## config.mk

```make
export PLATFORM = sky130hd
export DESIGN_NAME = distance_cutoff_bond_finder_unit_flat
export DESIGN_NICKNAME = d
export VERILOG_FILES = /design/src/rtl/dcbf_pkg.sv /design/src/rtl/dcbf_if.sv /design/src/rtl/distance_cutoff_bond_finder_unit.sv /design/src/rtl/dcbf_ram.sv /design/src/rtl/dcbf_ctrl.sv /design/src/rtl/dcbf_datapath.sv /design/src/flat_wrapper.sv
export SDC_FILE = /design/constraint.sdc
export NUM_CORES = 2
export LEC_CHECK = 0
export BUFFER_PORTS_ARGS = -buffer_cell sky130_fd_sc_hd__clkbuf_2
export CAP_MARGIN = 15
export CORE_ASPECT_RATIO = 0.75
export CORE_MARGIN = 1
export CORE_UTILIZATION = 65
export CTS_BUF_LIST = sky130_fd_sc_hd__clkbuf_4
export CTS_CLUSTER_DIAMETER = 120
export DETAILED_ROUTE_END_ITERATION = 12
export PLACE_DENSITY = 0.79
export SYNTH_ARGS = -nofsm -noshare
export SYNTH_HDL_FRONTEND = slang
export SYNTH_HIERARCHICAL = 1
export SYNTH_SLANG_ARGS = --single-unit
```

## constraint.sdc

```tcl
create_clock -name clk_i -period 24.3 [get_ports clk_i]
set_input_delay 4.86 -clock clk_i [delete_from_list [all_inputs] [get_ports clk_i]]
set_output_delay 4.86 -clock clk_i [all_outputs]
set_load 0.01 [all_outputs]
```

## src/rtl/dcbf_pkg.sv

```systemverilog
// dcbf_pkg: shared types and constants of the distance-cutoff bond finder
// no dependencies; imported by the interfaces, the top unit, dcbf_ctrl and dcbf_datapath
package dcbf_pkg;

  localparam int unsigned FIELD_W   = 16;
  localparam int unsigned IDX_W     = 4;
  localparam int unsigned REG_W     = 34;
  localparam int unsigned REG_IDX_W = 2;

  localparam logic [REG_W-1:0] MIN_DIST_RST   = REG_W'(41943);
  localparam logic [REG_W-1:0] SINGLE_MAX_RST = REG_W'(189399);
  localparam logic [REG_W-1:0] DOUBLE_MAX_RST = REG_W'(65536);

  typedef enum logic [REG_IDX_W-1:0] {
    REG_MIN_DIST   = 2'd0,
    REG_SINGLE_MAX = 2'd1,
    REG_DOUBLE_MAX = 2'd2
  } reg_idx_e;

  localparam logic BOND_SINGLE = 1'b0;
  localparam logic BOND_DOUBLE = 1'b1;

  typedef struct packed {
    logic load;
    logic issue;
    logic last;
  } dcbf_cmd_t;

  typedef struct packed {
    logic stall;
    logic run_done;
  } dcbf_sts_t;

endpackage

```

## src/rtl/dcbf_if.sv

```systemverilog
// dcbf_in_if / dcbf_out_if: valid-ready channels for atom beats and bond beats
// depends on dcbf_pkg for field widths
interface dcbf_in_if import dcbf_pkg::*; ();
  logic                      valid;
  logic                      ready;
  logic                      first_atom;
  logic signed [FIELD_W-1:0] coord_x;
  logic signed [FIELD_W-1:0] coord_y;
  logic signed [FIELD_W-1:0] coord_z;

  modport source (output valid, first_atom, coord_x, coord_y, coord_z, input ready);
  modport sink   (input valid, first_atom, coord_x, coord_y, coord_z, output ready);
endinterface

interface dcbf_out_if import dcbf_pkg::*; ();
  logic             valid;
  logic             ready;
  logic [IDX_W-1:0] earlier_atom;
  logic [IDX_W-1:0] new_atom;
  logic             bond_kind;
  logic             last_of_run;

  modport source (output valid, earlier_atom, new_atom, bond_kind, last_of_run, input ready);
  modport sink   (input valid, earlier_atom, new_atom, bond_kind, last_of_run, output ready);
endinterface

```

## src/rtl/distance_cutoff_bond_finder_unit.sv

```systemverilog
// distance_cutoff_bond_finder_unit: an atom with n earlier atoms takes n store reads, one per
// cycle unless the bond sink stalls them, through three pipeline stages (store read, squared
// differences, sum and compare) and a flush that releases its last bond beat; a pair giving
// both bond kinds yields a single beat, then a double beat, and stalls the reads meanwhile; the
// next atom waits for the flush; with no earlier atom or a full store it may come next cycle
// reset clears control state and the atom count and loads default thresholds; store not cleared
module distance_cutoff_bond_finder_unit import dcbf_pkg::*; #(
  parameter int unsigned MAX_ATOMS  = 16,
  parameter int unsigned COORD_BITS = 16
) (
  input  logic                 clk_i,
  input  logic                 rst_ni,
  dcbf_in_if.sink              in_ch,
  dcbf_out_if.source           out_ch,
  input  logic                 cfg_we_i,
  input  logic [REG_IDX_W-1:0] cfg_idx_i,
  input  logic [REG_W-1:0]     cfg_data_i
);

  localparam int unsigned AW = $clog2(MAX_ATOMS);

  dcbf_cmd_t     cmd;
  dcbf_sts_t     sts;
  logic [AW-1:0] wr_addr, rd_addr;

  dcbf_ctrl #(
    .MAX_ATOMS (MAX_ATOMS)
  ) u_ctrl (
    .clk_i      (clk_i),
    .rst_ni     (rst_ni),
    .in_valid_i (in_ch.valid),
    .in_first_i (in_ch.first_atom),
    .in_ready_o (in_ch.ready),
    .sts_i      (sts),
    .cmd_o      (cmd),
    .wr_addr_o  (wr_addr),
    .rd_addr_o  (rd_addr)
  );

  dcbf_datapath #(
    .MAX_ATOMS  (MAX_ATOMS),
    .COORD_BITS (COORD_BITS)
  ) u_datapath (
    .clk_i         (clk_i),
    .rst_ni        (rst_ni),
    .cfg_we_i      (cfg_we_i),
    .cfg_idx_i     (cfg_idx_i),
    .cfg_data_i    (cfg_data_i),
    .coord_x_i     (in_ch.coord_x),
    .coord_y_i     (in_ch.coord_y),
    .coord_z_i     (in_ch.coord_z),
    .cmd_i         (cmd),
    .wr_addr_i     (wr_addr),
    .rd_addr_i     (rd_addr),
    .sts_o         (sts),
    .out_valid_o   (out_ch.valid),
    .out_ready_i   (out_ch.ready),
    .out_earlier_o (out_ch.earlier_atom),
    .out_new_o     (out_ch.new_atom),
    .out_kind_o    (out_ch.bond_kind),
    .out_last_o    (out_ch.last_of_run)
  );

  a_done_returns_idle : assert property (@(posedge clk_i) disable iff (!rst_ni)
    sts.run_done |=> in_ch.ready)
    else $error("controller not idle after drain");

  a_done_only_busy : assert property (@(posedge clk_i) disable iff (!rst_ni)
    sts.run_done |-> !in_ch.ready)
    else $error("drain finished while idle");

  a_no_read_when_idle : assert property (@(posedge clk_i) disable iff (!rst_ni)
    in_ch.ready |-> !cmd.issue)
    else $error("store read issued while idle");

endmodule

```

## src/rtl/dcbf_ram.sv

```systemverilog
// dcbf_ram: generic simple dual-port ram, one write and one registered read port
// no dependencies
module dcbf_ram #(
  parameter int unsigned WIDTH = 48,
  parameter int unsigned DEPTH = 16
) (
  input  logic                     clk_i,
  input  logic                     we_i,
  input  logic [$clog2(DEPTH)-1:0] waddr_i,
  input  logic [WIDTH-1:0]         wdata_i,
  input  logic                     re_i,
  input  logic [$clog2(DEPTH)-1:0] raddr_i,
  output logic [WIDTH-1:0]         rdata_o
);

  logic [WIDTH-1:0] mem_q [DEPTH];
  logic [WIDTH-1:0] rdata_q;

  always_ff @(posedge clk_i) begin
    if (we_i) begin
      mem_q[waddr_i] <= wdata_i;
    end
    if (re_i) begin
      rdata_q <= mem_q[raddr_i];
    end
  end

  assign rdata_o = rdata_q;

endmodule

```

## src/rtl/dcbf_ctrl.sv

```systemverilog
// dcbf_ctrl: controller that accepts atom beats, keeps the atom count and
// walks the stored atoms; depends on dcbf_pkg
module dcbf_ctrl import dcbf_pkg::*; #(
  parameter int unsigned MAX_ATOMS = 16
) (
  input  logic                         clk_i,
  input  logic                         rst_ni,
  input  logic                         in_valid_i,
  input  logic                         in_first_i,
  output logic                         in_ready_o,
  input  dcbf_sts_t                    sts_i,
  output dcbf_cmd_t                    cmd_o,
  output logic [$clog2(MAX_ATOMS)-1:0] wr_addr_o,
  output logic [$clog2(MAX_ATOMS)-1:0] rd_addr_o
);

  localparam int unsigned AW   = $clog2(MAX_ATOMS);
  localparam int unsigned CNTW = $clog2(MAX_ATOMS + 1);

  typedef enum logic [1:0] {ST_IDLE, ST_SCAN, ST_WAIT} state_e;

  state_e          state_q;
  logic [CNTW-1:0] count_q;
  logic [AW-1:0]   j_q;
  logic [AW-1:0]   last_j_q;

  logic [CNTW-1:0] count_eff;
  logic            full;
  logic            accept;

  assign count_eff  = in_first_i ? '0 : count_q;
  assign full       = count_eff >= CNTW'(MAX_ATOMS);
  assign accept     = in_valid_i && (state_q == ST_IDLE);
  assign in_ready_o = (state_q == ST_IDLE);
  assign wr_addr_o  = count_eff[AW-1:0];
  assign rd_addr_o  = j_q;

  assign cmd_o.load  = accept && !full;
  assign cmd_o.issue = (state_q == ST_SCAN) && !sts_i.stall;
  assign cmd_o.last  = (j_q == last_j_q);

  always_ff @(posedge clk_i or negedge rst_ni) begin
    if (!rst_ni) begin
      state_q  <= ST_IDLE;
      count_q  <= '0;
      j_q      <= '0;
      last_j_q <= '0;
    end else begin
      unique case (state_q)
        ST_IDLE: begin
          if (accept && !full) begin
            count_q  <= count_eff + CNTW'(1);
            j_q      <= '0;
            last_j_q <= count_eff[AW-1:0] - AW'(1);
            if (count_eff != '0) begin
              state_q <= ST_SCAN;
            end
          end
        end
        ST_SCAN: begin
          if (cmd_o.issue) begin
            if (cmd_o.last) begin
              state_q <= ST_WAIT;
            end else begin
              j_q <= j_q + AW'(1);
            end
          end
        end
        ST_WAIT: begin
          if (sts_i.run_done) begin
            state_q <= ST_IDLE;
          end
        end
        default: state_q <= ST_IDLE;
      endcase
    end
  end

endmodule

```

## src/rtl/dcbf_datapath.sv

```systemverilog
// dcbf_datapath: atom store, squared-distance pipeline, threshold registers
// and result staging; depends on dcbf_pkg and dcbf_ram
module dcbf_datapath import dcbf_pkg::*; #(
  parameter int unsigned MAX_ATOMS  = 16,
  parameter int unsigned COORD_BITS = 16
) (
  input  logic                         clk_i,
  input  logic                         rst_ni,
  input  logic                         cfg_we_i,
  input  logic [REG_IDX_W-1:0]         cfg_idx_i,
  input  logic [REG_W-1:0]             cfg_data_i,
  input  logic signed [FIELD_W-1:0]    coord_x_i,
  input  logic signed [FIELD_W-1:0]    coord_y_i,
  input  logic signed [FIELD_W-1:0]    coord_z_i,
  input  dcbf_cmd_t                    cmd_i,
  input  logic [$clog2(MAX_ATOMS)-1:0] wr_addr_i,
  input  logic [$clog2(MAX_ATOMS)-1:0] rd_addr_i,
  output dcbf_sts_t                    sts_o,
  output logic                         out_valid_o,
  input  logic                         out_ready_i,
  output logic [IDX_W-1:0]             out_earlier_o,
  output logic [IDX_W-1:0]             out_new_o,
  output logic                         out_kind_o,
  output logic                         out_last_o
);

  localparam int unsigned AW   = $clog2(MAX_ATOMS);
  localparam int unsigned CW   = COORD_BITS;
  localparam int unsigned SQW  = 2 * CW;
  localparam int unsigned D2W  = SQW + 2;
  localparam int unsigned CMPW = (D2W > REG_W) ? D2W : REG_W;

  // threshold registers
  logic [REG_W-1:0] min_q, sgl_q, dbl_q;

  always_ff @(posedge clk_i or negedge rst_ni) begin
    if (!rst_ni) begin
      min_q <= MIN_DIST_RST;
      sgl_q <= SINGLE_MAX_RST;
      dbl_q <= DOUBLE_MAX_RST;
    end else if (cfg_we_i) begin
      unique case (cfg_idx_i)
        REG_MIN_DIST:   min_q <= cfg_data_i;
        REG_SINGLE_MAX: sgl_q <= cfg_data_i;
        REG_DOUBLE_MAX: dbl_q <= cfg_data_i;
        default: ;
      endcase
    end
  end

  // current atom
  logic [CW-1:0] in_x, in_y, in_z;
  logic [CW-1:0] cur_x_q, cur_y_q, cur_z_q;
  logic [AW-1:0] new_idx_q;

  assign in_x = CW'($unsigned(coord_x_i));
  assign in_y = CW'($unsigned(coord_y_i));
  assign in_z = CW'($unsigned(coord_z_i));

  always_ff @(posedge clk_i) begin
    if (cmd_i.load) begin
      cur_x_q   <= in_x;
      cur_y_q   <= in_y;
      cur_z_q   <= in_z;
      new_idx_q <= wr_addr_i;
    end
  end

  // stall signal and atom store
  logic adv;
  logic [3*CW-1:0] rd_data;

  dcbf_ram #(
    .WIDTH (3 * CW),
    .DEPTH (MAX_ATOMS)
  ) u_store (
    .clk_i   (clk_i),
    .we_i    (cmd_i.load),
    .waddr_i (wr_addr_i),
    .wdata_i ({in_x, in_y, in_z}),
    .re_i    (cmd_i.issue),
    .raddr_i (rd_addr_i),
    .rdata_o (rd_data)
  );

  // stage 1: store read
  logic          s1_v_q, s1_end_q;
  logic [AW-1:0] s1_j_q;

  // stage 2: squared differences
  logic signed [CW:0]      dx, dy, dz;
  logic signed [2*CW+1:0]  px, py, pz;
  logic [SQW-1:0]          sqx_q, sqy_q, sqz_q;
  logic                    s2_v_q, s2_end_q;
  logic [AW-1:0]           s2_j_q;

  assign dx = $signed({cur_x_q[CW-1], cur_x_q})
            - $signed({rd_data[3*CW-1], rd_data[3*CW-1:2*CW]});
  assign dy = $signed({cur_y_q[CW-1], cur_y_q})
            - $signed({rd_data[2*CW-1], rd_data[2*CW-1:CW]});
  assign dz = $signed({cur_z_q[CW-1], cur_z_q})
            - $signed({rd_data[CW-1], rd_data[CW-1:0]});
  assign px = dx * dx;
  assign py = dy * dy;
  assign pz = dz * dz;

  // stage 3: sum and threshold compare
  logic [CMPW-1:0] d2;
  logic            s3_v_q, s3_end_q, s3_sgl_q, s3_dbl_q;
  logic [AW-1:0]   s3_j_q;

  assign d2 = CMPW'(sqx_q) + CMPW'(sqy_q) + CMPW'(sqz_q);

  always_ff @(posedge clk_i or negedge rst_ni) begin
    if (!rst_ni) begin
      s1_v_q <= 1'b0;
      s2_v_q <= 1'b0;
      s3_v_q <= 1'b0;
    end else if (adv) begin
      s1_v_q <= cmd_i.issue;
      s2_v_q <= s1_v_q;
      s3_v_q <= s2_v_q;
    end
  end

  always_ff @(posedge clk_i) begin
    if (adv) begin
      s1_j_q   <= rd_addr_i;
      s1_end_q <= cmd_i.last;
      s2_j_q   <= s1_j_q;
      s2_end_q <= s1_end_q;
      sqx_q    <= px[SQW-1:0];
      sqy_q    <= py[SQW-1:0];
      sqz_q    <= pz[SQW-1:0];
      s3_j_q   <= s2_j_q;
      s3_end_q <= s2_end_q;
      s3_sgl_q <= (d2 > CMPW'(min_q)) && (d2 < CMPW'(sgl_q));
      s3_dbl_q <= (d2 > CMPW'(min_q)) && (d2 < CMPW'(dbl_q));
    end
  end

  // result staging: one held result, released once the next one or the end is known
  logic             sub_q, flush_q;
  logic             hold_v_q, hold_kind_q;
  logic [IDX_W-1:0] hold_j_q;
  logic             out_v_q, out_kind_q, out_last_q;
  logic [IDX_W-1:0] out_earlier_q, out_new_q;

  logic out_free, want_sgl, want_dbl, has_res, push, s3_take, flush_go, hold_to_out;
  logic res_kind;

  assign out_free    = !out_v_q || out_ready_i;
  assign want_sgl    = s3_v_q && s3_sgl_q && !sub_q;
  assign want_dbl    = s3_v_q && s3_dbl_q;
  assign has_res     = want_sgl || want_dbl;
  assign res_kind    = want_sgl ? BOND_SINGLE : BOND_DOUBLE;
  assign push        = has_res && (!hold_v_q || out_free);
  assign s3_take     = s3_v_q && (!has_res || (push && !(want_sgl && s3_dbl_q)));
  assign adv         = !(s3_v_q && !s3_take);
  assign flush_go    = flush_q && (!hold_v_q || out_free);
  assign hold_to_out = hold_v_q && (push || flush_go);

  always_ff @(posedge clk_i or negedge rst_ni) begin
    if (!rst_ni) begin
      sub_q    <= 1'b0;
      flush_q  <= 1'b0;
      hold_v_q <= 1'b0;
      out_v_q  <= 1'b0;
    end else begin
      if (push && want_sgl && s3_dbl_q) begin
        sub_q <= 1'b1;
      end else if (s3_take) begin
        sub_q <= 1'b0;
      end

      if (s3_take && s3_end_q) begin
        flush_q <= 1'b1;
      end else if (flush_go) begin
        flush_q <= 1'b0;
      end

      if (push) begin
        hold_v_q <= 1'b1;
      end else if (flush_go) begin
        hold_v_q <= 1'b0;
      end

      if (hold_to_out) begin
        out_v_q <= 1'b1;
      end else if (out_ready_i) begin
        out_v_q <= 1'b0;
      end
    end
  end

  always_ff @(posedge clk_i) begin
    if (push) begin
      hold_j_q    <= IDX_W'(s3_j_q);
      hold_kind_q <= res_kind;
    end
    if (hold_to_out) begin
      out_earlier_q <= hold_j_q;
      out_new_q     <= IDX_W'(new_idx_q);
      out_kind_q    <= hold_kind_q;
      out_last_q    <= flush_go;
    end
  end

  assign sts_o.stall    = !adv;
  assign sts_o.run_done = flush_go;

  assign out_valid_o   = out_v_q;
  assign out_earlier_o = out_earlier_q;
  assign out_new_o     = out_new_q;
  assign out_kind_o    = out_kind_q;
  assign out_last_o    = out_last_q;

endmodule
```

## src/flat_wrapper.sv

```systemverilog
// flat-port wrapper written by rule: the top's interface ports become plain ports
module distance_cutoff_bond_finder_unit_flat import dcbf_pkg::*;
#(
  parameter int unsigned MAX_ATOMS  = 16,
  parameter int unsigned COORD_BITS = 16
)
  (clk_i, rst_ni, cfg_we_i, cfg_idx_i, cfg_data_i, in_ch_valid, in_ch_first_atom, in_ch_coord_x, in_ch_coord_y, in_ch_coord_z, in_ch_ready, out_ch_valid, out_ch_earlier_atom, out_ch_new_atom, out_ch_bond_kind, out_ch_last_of_run, out_ch_ready);
  dcbf_in_if in_ch_i ();
  dcbf_out_if out_ch_i ();
  input  logic clk_i;
  input  logic rst_ni;
  input  logic cfg_we_i;
  input  logic [REG_IDX_W-1:0] cfg_idx_i;
  input  logic [REG_W-1:0] cfg_data_i;
  input wire logic [$bits(in_ch_i.valid)-1:0] in_ch_valid;
  input wire logic [$bits(in_ch_i.first_atom)-1:0] in_ch_first_atom;
  input wire logic [$bits(in_ch_i.coord_x)-1:0] in_ch_coord_x;
  input wire logic [$bits(in_ch_i.coord_y)-1:0] in_ch_coord_y;
  input wire logic [$bits(in_ch_i.coord_z)-1:0] in_ch_coord_z;
  output wire logic [$bits(in_ch_i.ready)-1:0] in_ch_ready;
  output wire logic [$bits(out_ch_i.valid)-1:0] out_ch_valid;
  output wire logic [$bits(out_ch_i.earlier_atom)-1:0] out_ch_earlier_atom;
  output wire logic [$bits(out_ch_i.new_atom)-1:0] out_ch_new_atom;
  output wire logic [$bits(out_ch_i.bond_kind)-1:0] out_ch_bond_kind;
  output wire logic [$bits(out_ch_i.last_of_run)-1:0] out_ch_last_of_run;
  input wire logic [$bits(out_ch_i.ready)-1:0] out_ch_ready;
  assign in_ch_i.valid = in_ch_valid;
  assign in_ch_i.first_atom = in_ch_first_atom;
  assign in_ch_i.coord_x = in_ch_coord_x;
  assign in_ch_i.coord_y = in_ch_coord_y;
  assign in_ch_i.coord_z = in_ch_coord_z;
  assign in_ch_ready = in_ch_i.ready;
  assign out_ch_valid = out_ch_i.valid;
  assign out_ch_earlier_atom = out_ch_i.earlier_atom;
  assign out_ch_new_atom = out_ch_i.new_atom;
  assign out_ch_bond_kind = out_ch_i.bond_kind;
  assign out_ch_last_of_run = out_ch_i.last_of_run;
  assign out_ch_i.ready = out_ch_ready;
  distance_cutoff_bond_finder_unit #(.MAX_ATOMS(MAX_ATOMS), .COORD_BITS(COORD_BITS)) u_core (.clk_i(clk_i), .rst_ni(rst_ni), .in_ch(in_ch_i), .out_ch(out_ch_i), .cfg_we_i(cfg_we_i), .cfg_idx_i(cfg_idx_i), .cfg_data_i(cfg_data_i));
endmodule
```

Yosys cells after proc, flatten, opt, wreduce, memory -nomap -nowiden
Memories as Yosys holds them, arrays and structs flattened. A register that Yosys moved wholly into a read port is not among the register bits.
Index checks and enable logic that the tools add are counted.

storage, ports and cells
  output and inout bits = 12
  register bits = 304
  memories = 1
  logic and storage cells = 128
  RAM bits = 768
  bits of input ports = 90

memories
  memory                           depth  width  read ports  clocked after memory_dff  wr ports  line            source
  u_core.u_datapath.u_store.mem_q  16     48     1           1                         1         dcbf_ram.sv:16  logic [WIDTH-1:0] mem_q [DEPTH];

cells by class
  order comparisons = 4
  $add $sub $neg = 8
  $mul = 3
  equal/unequal tests = 11
  muxes and demuxes = 21
  reductions and logical operators = 45

operator list
  operator                                                   number
  multiplier 17 x 17 -> 32 bit                               3
  less-than comparator 34 bit                                2
  subtractor 16 x 16 -> 17 bit                               3
  adder 33 x 32 -> 34 bit                                    1
  greater-than comparator 34 bit                             1
  adder 32 x 32 -> 33 bit                                    1
  logical AND 1 bit                                          18
  two-way mux 4 bit                                          3
  two-way mux 1 bit                                          10
  two-way mux 2 bit                                          5
  nonzero test 2 bit                                         5
  logical NOT 1 bit                                          8
  inequality test 2 bit (second input constant)              4
  one-hot mux 4 bit (2 select lines)                         1
  AND reduction 2 bit                                        4
  one-hot mux 2 bit (3 select lines)                         1
  adder 5 x 1 -> 5 bit (second input constant)               1
  greater-or-equal comparator 5 bit (second input constant)  1
  logical OR 1 bit                                           5
  two-way mux 5 bit                                          1
  AND reduction 5 bit                                        1
  nonzero test 5 bit                                         1
  adder 4 x 1 -> 4 bit (second input constant)               1
  equality test 2 x 1 -> 1 bit (second input constant)       2
  other kinds (6)                                            9

Logic depth before layout (Yosys ltp)
  depth after elaboration = 13
  gate-level depth with buffers = 38
  mapped depth without buffers = 36

Modules after synthesis
Netlist, hierarchy kept.

by module, submodules not included
  module         cells each  seq. area each (µm²)  area each (µm²)  instances
  dcbf_datapath  4402        8071.5                43724.4          1
  dcbf_ram       1242        24503.5               30171.4          1
  dcbf_ctrl      83          350.3                 775.7            1

Worst setup path before layout
No wires, ideal clock.

  path kind = input to register
  start = input in_ch_first_atom
  end = memory u_core.u_datapath.u_store.mem_q[0][0] (enable)
  library setup time = 0.513 ns
  required time = 23.787 ns
  buffers on the path = 0
  data arrival time = 10.192 ns
  stages on the path = 5
  slack = 13.595 ns
  cells stage by stage = nand2b_1 > nand3_1 > inv_1 > or3b_2 > nor3_1

RTL lines
  element             line                source
  start: declaration  flat_wrapper.sv:16  input wire logic [$bits(in_ch_i.first_atom)-1:0] in_ch_first_atom;
  end: declaration    dcbf_ram.sv:16

Worst setup path after layout
  start = register u_core.u_datapath.cur_x_q[1]
  end = register u_core.u_datapath.sqx_q[30] (data pin)

on the way
  longest elaborated chain between the ends = 2

ends and longest elaborated chain
  element                       line                  source
  start: declaration            dcbf_datapath.sv:53   logic [CW-1:0] cur_x_q, cur_y_q, cur_z_q;
  start signal: assignment      dcbf_datapath.sv:62   cur_x_q <= in_x;
  subtractor 16 x 16 -> 17 bit  dcbf_datapath.sv:98   - $signed({rd_data[3*CW-1], rd_data[3*CW-1:2*CW]});
  multiplier 17 x 17 -> 32 bit  dcbf_datapath.sv:103  assign px = dx * dx;
  via u_core.u_datapath.px[30]  dcbf_datapath.sv:92   logic signed [2*CW+1:0] px, py, pz;
  end signal: assignment        dcbf_datapath.sv:132  sqx_q <= px[SQW-1:0];
  end: declaration              dcbf_datapath.sv:93   logic [SQW-1:0] sqx_q, sqy_q, sqz_q;

The timed path passes the listed nets, and every way through them passes these cells.
A chain may end at the register's enable or synchronous reset.

==> reports/results.txt <==
DRC - 0
CP Data Required Time - 25220 ps
Slowest cell on crit path - o311ai_0
sequential fraction of the synthesis area - 44.1%
die area - 116000 um^2
core area - 114000 um^2
Die Ht - 296 um
CTS max path bufs - 4
number of flops mapped to enable cells by yosys - 993
most frequent CP cell - fa_1
CP Capture Type - flop
post-route ant nets - 0
Distinct cells, synth - 86
largest net degree at the start of global routing - 88
1st-iter DRT viols - 4198
antenna violations before repair - 9
clk_lat worst skew - 1230 ps
via density per instance - 5.87
CTS root buf - clkbuf_4
setup TNS - 0 ps
Pwr per Cell Area - 47.3 nW/um^2
Leakage - 34.7 nW
CTS tree - built
Syn Inst Count - 5727
post-CTS sizing - 0
layout cell share with drive strength beyond 1 - 15.3%
Worst-path clk slew - 70 ps
status - finished, final reports clean
most common cell after layout, fill and taps aside - inv_1
commonest cells after routing, fill and taps aside - inv_1, edfxtp_1, fa_1
fin crit period - 9500 ps
Slew Limit Headroom - 15.5%
Max-cap violations - 0
Tot GR Track Use - 30.9%
ys flop type - edfxtp_1
worst vdd ir - 0.0394 mV
Post-Syn Area - 74700 um^2
drt total wl - 172000 um
Worst setup SP type - flop
Final Util - 70.8%
crit-path max FO - 13
initial core utilization - 65.7%
Slew @ Worst Pin - 1260 ps
endpoints failing hold - 0
fin crit share - 39.1%
syn avg cell area - 13.0 um^2
f_max - 0.105 GHz
RSZ-0062 raised after global routing - false
IO Pins - 102
WL/cell - 22.2 um
Ys Warns - 6
Final setup viols - 0
H-tree depth - 5
Worst path max stage delay - 930 ps
grt ovf - 0
Row Count - 107
Post-CTS Setup Inserts - 0
global-route wire length before repair - 273000 um
die width - 393 um
vias in the first global route - 48805
#FFs+latches synth - 1116
fillcell total - 7599
area delta synth->final - 7.83%
Setup Crit Path Kind - flop to flop
CP arrival - 10420 ps
Final Wtd Congestion - 0.970
Clock Skews - 153 ps
Num CTS Buffers - 285
Hold Buf Count CTS - 0
I/O Buffers - 101
HPWL Detailed - 117000 um
Clock Sinks - 1116
total vias in the final route - 45502
drt first pass iters - 7
final max-slew violation count - 0
Hold Path Class - flop to flop
async set-reset flop share out of synthesis - 11.0%
layout net count - 7349
==> per-layer routing <==
| layer | wire (um) | vias to the layer above | GRT usage, % |
|---|---|---|---|
| met3 | 17300 | 344 | 6.60 |
| met4 | 4800 | 12 | 11.1 |
| li1 | - | 19955 | - |
| met5 | 115 | - | 0.244 |
| met2 | 79800 | 2213 | 48.1 |
| met1 | 70200 | 22978 | 43.7 |
==> worst max-delay path, delay by kind of cell (launching register included) <==
family                     cells  cell delay (ps)
buffers and inverters          5              720
and+or+nand+nor                4              410
adders and majority gates      8             3630
xor gates and xnor gates       1              130
AOI/OAI and AO/OA             13             3910
DFF                            1              440
==> registers in the layout, summed over array words and instances (netlist names), 5 cells and up <==
name / cells
u_core/u_ctrl/count_q: 5
u_core/u_datapath/u_store/mem_q: 768
u_core/u_datapath/sqz_q: 31
u_core/u_datapath/cur_x_q: 16
u_core/u_datapath/u_store/rdata_o: 48
u_core/u_datapath/sqx_q: 31
u_core/u_datapath/dbl_q: 34
u_core/u_datapath/sgl_q: 34
u_core/u_datapath/cur_z_q: 16
u_core/u_datapath/min_q: 34
u_core/u_datapath/sqy_q: 31
u_core/u_datapath/cur_y_q: 16
==> cell usage after synthesis, types with 6 or more instances <==
| cell | number | area [um^2] |
|---|---|---|
| edfxtp_1 | 993 | 29800 |
| o2111ai_1 | 6 | 52.6 |
| a21o_1 | 107 | 803 |
| o21a_1 | 26 | 195 |
| xor2_1 | 49 | 429 |
| a211o_1 | 7 | 61.3 |
| a21boi_0 | 8 | 60.1 |
| mux2i_1 | 6 | 60.1 |
| a21oi_1 | 134 | 671 |
| o31ai_1 | 12 | 90.1 |
| fa_1 | 807 | 16200 |
| mux4_2 | 192 | 4320 |
| nand3b_1 | 6 | 45.0 |
| ha_1 | 418 | 5230 |
| and3_1 | 12 | 75.1 |
| xnor2_1 | 146 | 1280 |
| mux2_2 | 70 | 788 |
| a31oi_1 | 13 | 81.3 |
| nand2_1 | 391 | 1470 |
| nand2b_1 | 22 | 138 |
| buf_2 | 9 | 45.0 |
| dfrtp_1 | 100 | 2500 |
| nor3_1 | 43 | 215 |
| nor2b_1 | 37 | 231 |
| o21bai_1 | 17 | 128 |
| or3_1 | 6 | 37.5 |
| or2_2 | 8 | 50.1 |
| a211oi_1 | 8 | 60.1 |
| clkbuf_1 | 107 | 402 |
| inv_2 | 7 | 26.3 |
| nor2_1 | 343 | 1290 |
| inv_1 | 1171 | 4400 |
| and2_1 | 22 | 138 |
| a2111oi_0 | 6 | 52.6 |
| nand4_1 | 26 | 163 |
| nand3_1 | 30 | 150 |
| dfstp_2 | 23 | 604 |
| o21ai_0 | 104 | 521 |
| a31o_2 | 6 | 52.6 |
| nor3b_1 | 7 | 52.6 |
| a22oi_1 | 96 | 721 |
| buf_4 | 19 | 143 |
| o211ai_1 | 8 | 60.1 |
| buf_1 | 18 | 67.6 |
| clkinv_1 | 6 | 22.5 |
==> cell type report <==
class	instances	area (um^2)	share of cell area (%)
clock buffer	401	3010	3.74
clock inverter	65	334	0.415
inverter	1184	4450	5.52
antenna	13	32.5	0.0404
sequential	1116	32900	40.9
tap	1526	1910	2.37
timing repair buffer	172	1040	1.29
multi-input combinational	3275	36800	45.7
==> logic make-up (layout without fill, tap and decap cells) <==
group                      count (synthesis)  after routing  synth area share, %
buffers and inverters                   1337           1822                 6.83
adders and majority gates               1225           1225                 28.6
DFF                                     1116           1116                 44.1
and+or+nand+nor                          967            967                 5.59
AOI/OAI and AO/OA                        614            614                 5.55
muxes                                    268            268                 6.93
xor gates and xnor gates                 198            198                 2.36
other                                      2             16               0.0101
==> power breakdown <==
| group | internal (W) | total, W | switching (W) |
|---|---|---|---|
| Clock | 0.000788 | 0.00153 | 0.000741 |
| Combinational | 0.0000621 | 0.000149 | 0.0000872 |
| Sequential | 0.00212 | 0.00213 | 0.0000140 |
==> stage by stage <==
step / worst slack [ps] / std cells / hold WS [ps] / area, um^2 / total power (W)
floorplan: 13600 / 5728 / 400 / 74700 / 0.00226
global placement: 15280 / 7273 / 401 / 77100 / 0.00231
detailed placement: 15000 / 7273 / 405 / 77100 / 0.00232
CTS: 14910 / 7739 / 411 / 80500 / 0.00384
global route: 14170 / 7750 / 418 / 80500 / 0.00396
finish: 14800 / 7752 / 411 / 80500 / 0.00381
==> path summary, 6_finish.rpt <==
path / cells after the start / end / from / slack [ps]
hold / removal: 0 / u_core/u_datapath/s2_j_q[0]$_DFFE_PN_ / u_core/u_datapath/s1_j_q[0]$_DFFE_PN_ / 410
hold reg to reg: 0 / u_core/u_datapath/s2_j_q[0]$_DFFE_PN_ / u_core/u_datapath/s1_j_q[0]$_DFFE_PN_ / 410
min in group asynchronous: 1 / u_core/u_datapath/dbl_q[3]$_DFFE_PN0P_ / rst_ni / 3800
setup / recovery: 31 / u_core/u_datapath/sqx_q[30]$_DFFE_PN_ / u_core/u_datapath/cur_x_q[1]$_DFFE_PP_ / 14800
setup reg to reg: 31 / u_core/u_datapath/sqx_q[30]$_DFFE_PN_ / u_core/u_datapath/cur_x_q[1]$_DFFE_PP_ / 14800
max in group asynchronous: 2 / u_core/u_ctrl/rd_addr_o[0]$_DFFE_PN0P_ / rst_ni / 19020
Power figures use the tool's default switching activity.
